File: src/design/awt_pkg.sv
// awt_pkg: shared types and constants of the address watchpoint table
// used by every design file; no dependencies

package awt_pkg;

	localparam int WATCH_ENTRIES_DEF = 16;
	localparam int ADDR_W = 32;
	localparam int SIZE_W = 8;

	typedef enum logic [1:0] {
		MODE_ADD    = 2'd0,
		MODE_REMOVE = 2'd1,
		MODE_CLEAR  = 2'd2,
		MODE_CHECK  = 2'd3
	} mode_t;

	typedef enum logic [1:0] {
		ST_IDLE,
		ST_BUSY,
		ST_HOLD
	} state_t;

	typedef struct packed {
		mode_t             mode;
		logic [ADDR_W-1:0] addr;
		logic [SIZE_W-1:0] access_size;
	} awt_in_t;

	typedef struct packed {
		logic hit;
		logic watch_active;
		logic add_dropped;
	} awt_out_t;

	// command token walking along the row of cells
	typedef struct packed {
		logic              vld;
		mode_t             mode;
		logic              pass;    // 0 scan, 1 insert
		logic [ADDR_W-1:0] addr;
		logic [ADDR_W:0]   hi;      // addr + access_size, no wrap
		logic              dup;
		logic              free;
		logic              claimed;
		logic              hit;
		logic              active;
	} awt_tok_t;

endpackage

File: src/design/awt_cell.sv
// awt_cell: one table slot holding an address and its valid flag
// applies the passing command token and hands it to the next cell; uses awt_pkg

module awt_cell
	import awt_pkg::*;
(
	input  logic     clk,
	input  logic     arst_n,
	input  awt_tok_t tok_in,
	output awt_tok_t tok_out
);

	logic              valid_q;
	logic              vld_q;
	logic [ADDR_W-1:0] addr_q;
	awt_tok_t          tok_q;

	logic     match;
	logic     in_range;
	logic     valid_d;
	logic     wr_en;
	awt_tok_t tok_d;

	assign match    = valid_q && (addr_q == tok_in.addr);
	assign in_range = valid_q && (addr_q >= tok_in.addr) && ({1'b0, addr_q} < tok_in.hi);

	always_comb begin
		tok_d   = tok_in;
		valid_d = valid_q;
		wr_en   = 1'b0;
		if (tok_in.vld) begin
			case (tok_in.mode)
				MODE_ADD: begin
					if (!tok_in.pass) begin
						tok_d.dup    = tok_in.dup | match;
						tok_d.free   = tok_in.free | !valid_q;
						tok_d.active = tok_in.active | valid_q;
					end else if (!tok_in.claimed && !valid_q) begin
						wr_en         = 1'b1;
						valid_d       = 1'b1;
						tok_d.claimed = 1'b1;
					end
				end
				MODE_REMOVE: begin
					if (match)
						valid_d = 1'b0;
					tok_d.active = tok_in.active | (valid_q && !match);
				end
				MODE_CLEAR: begin
					valid_d = 1'b0;
				end
				MODE_CHECK: begin
					tok_d.hit    = tok_in.hit | in_range;
					tok_d.active = tok_in.active | valid_q;
				end
				default: begin
					tok_d = tok_in;
				end
			endcase
		end
	end

	always_ff @(posedge clk or negedge arst_n) begin
		if (!arst_n) begin
			valid_q <= 1'b0;
			vld_q   <= 1'b0;
		end else begin
			valid_q <= valid_d;
			vld_q   <= tok_d.vld;
		end
	end

	always_ff @(posedge clk) begin
		if (wr_en)
			addr_q <= tok_in.addr;
		tok_q <= tok_d;
	end

	always_comb begin
		tok_out     = tok_q;
		tok_out.vld = vld_q;
	end

endmodule

File: src/design/address_watchpoint_table_top.sv
// address_watchpoint_table_top: watched address table built as a row of slot cells
// with command sequencer and output register; uses awt_pkg and awt_cell

// Every command token walks the row of WATCH_ENTRIES cells, one cell per cycle, and
// its result is registered as it leaves the last cell. An add that stores an address
// makes a second walk to claim the lowest free slot; a remove, clear, check or
// non-storing add makes one walk. One command is in the row at a time; the next is
// taken once the result of the last one is in the output register.
// A result may wait in the output register while the next command runs; if the
// output register is still full when a result finishes, that result is parked and
// no new transfer is taken until it moves on. The table is empty after reset.

module address_watchpoint_table_top
	import awt_pkg::*;
#(
	parameter int WATCH_ENTRIES = WATCH_ENTRIES_DEF
) (
	input  logic     clk,
	input  logic     arst_n,
	input  logic     in_valid,
	output logic     in_ready,
	input  awt_in_t  in_data,
	output logic     out_valid,
	input  logic     out_ready,
	output awt_out_t out_data
);

	state_t   state_q, state_d;
	awt_tok_t tok [WATCH_ENTRIES+1];
	awt_tok_t exit_tok;
	awt_tok_t entry_tok;

	awt_out_t res_q, hold_q, fin_res;
	logic     out_valid_q;
	logic     slot_free;
	logic     finish;
	logic     load_fin;
	logic     load_hold;
	logic     save_hold;

	assign exit_tok  = tok[WATCH_ENTRIES];
	assign slot_free = !out_valid_q || out_ready;
	assign in_ready  = (state_q == ST_IDLE);

	// next state
	always_comb begin
		state_d = state_q;
		case (state_q)
			ST_IDLE: begin
				if (in_valid)
					state_d = ST_BUSY;
			end
			ST_BUSY: begin
				if (finish)
					state_d = slot_free ? ST_IDLE : ST_HOLD;
			end
			ST_HOLD: begin
				if (slot_free)
					state_d = ST_IDLE;
			end
			default: state_d = ST_IDLE;
		endcase
	end

	// sequencer outputs
	always_comb begin
		finish    = 1'b0;
		load_fin  = 1'b0;
		load_hold = 1'b0;
		save_hold = 1'b0;
		entry_tok = '0;
		fin_res.hit          = exit_tok.hit;
		fin_res.watch_active = exit_tok.active;
		fin_res.add_dropped  = (exit_tok.mode == MODE_ADD) && !exit_tok.pass &&
			!exit_tok.dup && !exit_tok.free;
		case (state_q)
			ST_IDLE: begin
				entry_tok.vld  = in_valid;
				entry_tok.mode = in_data.mode;
				entry_tok.addr = in_data.addr;
				entry_tok.hi   = {1'b0, in_data.addr} +
					{{(ADDR_W+1-SIZE_W){1'b0}}, in_data.access_size};
			end
			ST_BUSY: begin
				if (exit_tok.vld) begin
					if ((exit_tok.mode == MODE_ADD) && !exit_tok.pass &&
						!exit_tok.dup && exit_tok.free) begin
						entry_tok        = exit_tok;
						entry_tok.pass   = 1'b1;
						entry_tok.active = 1'b1;
					end else begin
						finish    = 1'b1;
						load_fin  = slot_free;
						save_hold = !slot_free;
					end
				end
			end
			ST_HOLD: begin
				load_hold = slot_free;
			end
			default: entry_tok = '0;
		endcase
	end

	assign tok[0] = entry_tok;

	for (genvar i = 0; i < WATCH_ENTRIES; i++) begin : g_cell
		awt_cell u_cell (
			.clk     (clk),
			.arst_n  (arst_n),
			.tok_in  (tok[i]),
			.tok_out (tok[i+1])
		);
	end

	always_ff @(posedge clk or negedge arst_n) begin
		if (!arst_n) begin
			state_q     <= ST_IDLE;
			out_valid_q <= 1'b0;
		end else begin
			state_q <= state_d;
			if (load_fin || load_hold)
				out_valid_q <= 1'b1;
			else if (out_ready)
				out_valid_q <= 1'b0;
		end
	end

	always_ff @(posedge clk) begin
		if (load_fin)
			res_q <= fin_res;
		else if (load_hold)
			res_q <= hold_q;
		if (save_hold)
			hold_q <= fin_res;
	end

	assign out_valid = out_valid_q;
	assign out_data  = res_q;

endmodule

File: config.mk
export PLATFORM = sky130hd
export DESIGN_NAME = address_watchpoint_table_top
export DESIGN_NICKNAME = d
export VERILOG_FILES = /design/src/design/awt_pkg.sv /design/src/design/awt_cell.sv /design/src/design/address_watchpoint_table_top.sv
export SDC_FILE = /design/constraint.sdc
export NUM_CORES = 2
export LEC_CHECK = 0
export BUFFER_PORTS_ARGS = -buffer_cell sky130_fd_sc_hd__buf_2
export CORE_ASPECT_RATIO = 0.75
export CORE_UTILIZATION = 55
export DETAILED_ROUTE_END_ITERATION = 16
export PLACE_DENSITY = 0.72
export SYNTH_ARGS = -nofsm -noshare
export SYNTH_HDL_FRONTEND = slang
export SYNTH_HIERARCHICAL = 1
export SYNTH_SLANG_ARGS = --single-unit
File: constraint.sdc
create_clock -name clk -period 6.25 [get_ports clk]
set_clock_uncertainty 0.05 [all_clocks]
set_input_delay 1.25 -clock clk [delete_from_list [all_inputs] [get_ports clk]]
set_output_delay 1.25 -clock clk [all_outputs]
set_load 0.1 [all_outputs]
# Yosys cells after proc, flatten, opt, wreduce, memory -nomap -nowiden
# Cells that the tools add are included.
# totals
register_bits	1721
# classes
add_sub_neg	1
magnitude_cmp	32
eq_ne	117
n_mux	281
n_bitwise	80
reduce_logical	192
# ops
cell	n
2-to-1 mux 74 bit	18
less-than comparator 32 x 33 -> 1 bit	16
== test 32 bit	16
greater-or-equal comparator 32 bit	16
2-to-1 mux 1 bit	189
case mux 65 bit (2 select lines)	1
case mux 1 bit (3 select lines)	32
logical AND 1 bit	84
OR 1 bit	80
AND reduction 5 bit	16
== test 2 bit (second input constant)	33
!= test 2 x 1 -> 1 bit (second input constant)	33
2-to-1 mux 3 bit	18
zero test 1 bit	53
nonzero test 3 bit	16
2-to-1 mux 2 bit	20
zero test 2 bit	18
!= test 2 bit (second input constant)	18
== test 2 x 1 -> 1 bit (second input constant)	17
adder 32 x 8 -> 33 bit	1
case mux 2 bit (3 select lines)	1
case mux 3 bit (2 select lines)	1
2-to-1 mux 5 bit	1
nonzero test 2 bit	2
2 further kinds	3

# Depth between registers and ports, before layout
# depth
depth_word	14
mapped_depth	17

# Cells and area by module
# The synthesis kept the hierarchy.
# by_module_without_submodules
mod	n_inst	cells_per_inst	area_each_um2	seq_area_each_um2
awt_cell at g_cell[0].u_cell ...	15	361	4309.1	2472.4
awt_cell at g_cell[2].u_cell	1	363	4259.1	2472.4
address_watchpoint_table_top	1	267	1964.4	255.2

# Worst setup path before layout
# OpenSTA, ideal clock, no wires.
# synth_path
kind	input to register
start	input port in_data[40] (netlist bit)
end	register g_cell[0].u_cell.addr_q[0], enable pin
t_arrival_ns	4.002
t_required_ns	5.739
path_slack_ns	1.737
path_stages	5
n_path_buf	0
cell_sequence	and2_1 inv_1 ha_1 nand2_1 nor3_1
# synth_between
elab_chain_len	4
# synth_rtl
element	line	source
start, declared	address_watchpoint_table_top.sv:22	input awt_in_t in_data,
case mux 3 bit (2 select lines)	address_watchpoint_table_top.sv:76	case (state_q)
zero test 2 bit	awt_cell.sv:32	case (tok_in.mode)
2-to-1 mux 1 bit	awt_cell.sv:32	
2-to-1 mux 1 bit	awt_cell.sv:31	if (tok_in.vld) begin
via g_cell[0].u_cell.wr_en	awt_cell.sv:21	logic wr_en;
end signal, assigned	awt_cell.sv:75	addr_q <= tok_in.addr;
end, declared	awt_cell.sv:15	logic [ADDR_W-1:0] addr_q;
# The timed path passes the listed nets, and every way through them passes these cells.
# A chain may end at the register's enable or synchronous reset.

==> flow_summary_export.csv <==
group,metric,value,unit
clocking,cts_buffer_depth,3,
placed_design,post-place-cells,7756,
final_layout,fin_nets,7372,
worst_setup_path,cp_num_buf_inv,5,
floorplan,fp.dieW,416.5,um
placed_design,place_congestion,0.9727,
route,wl_met1,82.36,mm
clocking,cts_tree,"built",
pwr,internal-power,17.60,mW
route,first_iter_violations,4014,
final_layout,stdcell_count,8047,
final_layout,final_cell_mix,"1168 x dfxtp_1, 1080 x ha_1, 1077 x inv_1, 518 x edfxtp_1, 390 x a21oi_1",
floorplan,die_h,312.9,um
worst_setup_path,critPathArrivalTime,5.28,ns
clocking,numCtsBuffers,154,
pwr,pwr-share-comb,0.028,
timing,setup_viol,0,
floorplan,pin_count,51,
route,post-route-drc-count,0,
global_routing,grt_max_degree,36,
route,drt_wl_total,175.5,mm
yosys,yosys-top-cells-area,"dfxtp_1 33%, edfxtp_1 22%, ha_1 19%",
floorplan,initial_core_util,0.5569,
worst_setup_path,crit_type,"in2reg",
pwr,power_density,285.6,mW/mm2
pwr,max-vdd-ir-drop,0.2517,mV
pwr,p_sw_frac,0.2164,
placed_design,pre_cts_ws,0.8485,ns
yosys,avgSynthCellArea,11.72,um2
timing,hold_ws,0.2920,ns
timing,post-route-period-util,0.7585,
route,ant_nets,0,
global_routing,grt_pass1_vias,43529,
final_layout,multi_input_comb_area,0.02687,mm2
yosys,yosysTopAreaCell,"dfxtp_1",
yosys,synthFlopType,"dfxtp_1",
global_routing,track_usage,0.2687,
pwr,power,22.46,mW
timing,setup_ws,1.509,ns
yosys,syn-num-nets,7172,
route,dr.pass1.iters,5,
floorplan,core,0.1272,mm2
worst_setup_path,required,6.79,ns
worst_hold_path,hold_path_depth,0,
pwr,p_leak,29.93,nW
clocking,cts_hold_buf,0,
pwr,clkPwrFrac,0.440,
placed_design,io_buffers,50,
final_layout,area_growth,10.98,%
worst_setup_path,critPathTopFamily,"simple AND/OR/NAND/NOR gates",
pwr,seq_power_share,0.532,
yosys,ys_warn_count,6,
yosys,async_flop_share,0.02034,
worst_setup_path,startpoint_type,"input pin",
clocking,h-tree-depth,4,
timing,relSlewSlack,0.2086,
yosys,synth_seq_area_share,0.5619,
worst_setup_path,cp_max_fo,11,
final_layout,final_util,0.6180,
route,avgRoutedWirePerCell,21.80,um
pwr,power.switching,4.860,mW
clocking,cts_setup_buffers,0,
floorplan,design.die.area,0.1303,mm2
worst_setup_path,crit_chain,"buf_2 -> ha_1 -> inv_1 -> fa_1 -> nand2b_1 -> a211oi_1 -> buf_4 -> o21ai_0 -> or4_1 -> nand3_1 -> inv_1 -> ha_1 -> and2_1 -> nand4_1 -> nor4_1 -> buf_4 -> nand3_1 -> a41oi_1 -> a31oi_1",
global_routing,grt_first_pass_wirelength,261.8,mm
timing,hold_viol,0,
final_layout,ff_latch_area,0.03981,mm2
floorplan,rows,113,
final_layout,fillCellCount,9882,
route,wl_met2,71.85,mm
global_routing,gr-total-overflow,0,
route,met3_length,18.07,mm
route,via_per_inst,5.547,
yosys,ys_types,70,
worst_setup_path,cp.depth,19,
placed_design,dpl.hpwl,138.9,mm
route,num_vias,44634,
timing,max_clock_freq,210.9,MHz
worst_hold_path,holdCritPathClass,"reg2reg",
global_routing,antenna_found_initial,3,
yosys,synth_top_area_frac,0.3300,
worst_setup_path,cp_slowest_cell,"or4_1",
clocking,ctsResizeCount,0,
clocking,clock_latency,0.78,ns
worst_setup_path,max_stage_delay,0.49,ns
route,dr.max_layer_used,"met4",
worst_setup_path,ff2ff_path_depth,12,
placed_design,place_area,0.07328,mm2
run,cap_violations,0,
yosys,synth-edff-count,518,
timing,worst-slew-pin-transition,1.183,ns
timing,rsz0062_at_grt,"false",
worst_setup_path,worst_setup_path_end_kind,"register",
yosys,ys_seq_elements,1721,
yosys,syn_inst,6045,
clocking,ctsRootBufferMaster,"clkbuf_16",
timing,tns,0,ns
run_status,outcome,"finished, final reports clean",
clocking,numClockSinks,1721,
timing,final.min_clock_period,4.741,ns
clocking,clkSlewWorstSetupHoldPaths,0.07,ns
timing,drv_slew,0,
final_layout,fin_area,0.07864,mm2
yosys,synth_area,0.07086,mm2
final_layout,drive_gt1_frac,0.07683,
final_layout,mostFrequentLayoutCell,"dfxtp_1",
[per-layer routing]
layer | vias up | global-route usage
met3 | 235 | 0.08479
li1 | 21545 | -
met4 | 0 | 0.06308
met2 | 1439 | 0.3833
met1 | 21415 | 0.3958
met5 | - | 0
[flip-flops by register name, indices dropped and copies added, names as in the netlist]
register,cells
hold_q,3
g_cell.u_cell/valid_q,16
state_q,2
g_cell.u_cell/tok_out,1168
out_valid,1
g_cell.u_cell/vld_q,16
out_data,3
g_cell.u_cell/addr_q,512
[synthesized netlist by cell type (all sizes together), types with 3 or more instances]
| library cell | n |
|---|---|
| a2111oi | 15 |
| a211oi | 66 |
| a21o | 161 |
| a21oi | 390 |
| a221o | 31 |
| a22o | 31 |
| a31oi | 16 |
| a41oi | 15 |
| and2 | 38 |
| and3 | 20 |
| and4 | 7 |
| and4b | 16 |
| buf | 28 |
| clkbuf | 7 |
| dfrtp | 35 |
| dfxtp | 1168 |
| edfxtp | 518 |
| ha | 1080 |
| inv | 1077 |
| mux2 | 3 |
| nand2 | 250 |
| nand2b | 51 |
| nand3 | 106 |
| nand4 | 191 |
| nand4b | 32 |
| nor2 | 170 |
| nor2b | 34 |
| nor3 | 68 |
| nor3b | 16 |
| nor4 | 49 |
| nor4bb | 16 |
| o2111ai | 5 |
| o211ai | 15 |
| o21a | 3 |
| o21ai | 193 |
| o21bai | 16 |
| o31ai | 33 |
| o41ai | 15 |
| or3 | 17 |
| or4 | 5 |
| xor2 | 22 |
[cells by family after synthesis]
logic type	count (synthesis)	synth area share
other cells	1	0.00005292
buf+inv	1113	0.06023
compound gates	1016	0.08984
mux	3	0.0004767
fa+ha+maj	1081	0.1910
simple gates	1087	0.09372
flops	1721	0.5619
xor+xnor	23	0.002843
[path summary, 6_finish.rpt]
kind                                             start                     endpoint  slack [ns]
max                                         in_data[8]  g_cell[0].u_cell/tok_out[1]        1.51
min                        g_cell[6].u_cell/tok_out[5]  g_cell[7].u_cell/tok_out[5]        0.29
max reg2reg                                 state_q[1]  g_cell[0].u_cell/tok_out[1]        1.53
min reg2reg                g_cell[6].u_cell/tok_out[5]  g_cell[7].u_cell/tok_out[5]        0.29
max in group asynchronous                       arst_n       g_cell[4].u_cell/vld_q        4.95
min in group asynchronous                       arst_n    g_cell[14].u_cell/valid_q        0.60
[area by class of cell]
class                      count  area share
inverter                    1078     0.05145
clock buffer                 199     0.05619
multi-input combinational   3211      0.3416
sequential                  1721      0.5062
antenna                        2  0.00006364
clock inverter                90     0.01196
tap                         1667     0.02652
timing repair buffer          79    0.005950
[power by group through the flow]
stage,Sequential [mW],Combinational [mW],Clock [mW]
3_3_place_gp,12.2,0.586,0
4_1_cts,12.0,0.620,10.0
3_5_place_dp,12.2,0.610,0
5_1_grt,12.0,0.713,10.5
6_report,12.0,0.626,9.87
2_1_floorplan,12.1,0.450,0
Note: power is estimated with default switching activity, not from simulation.
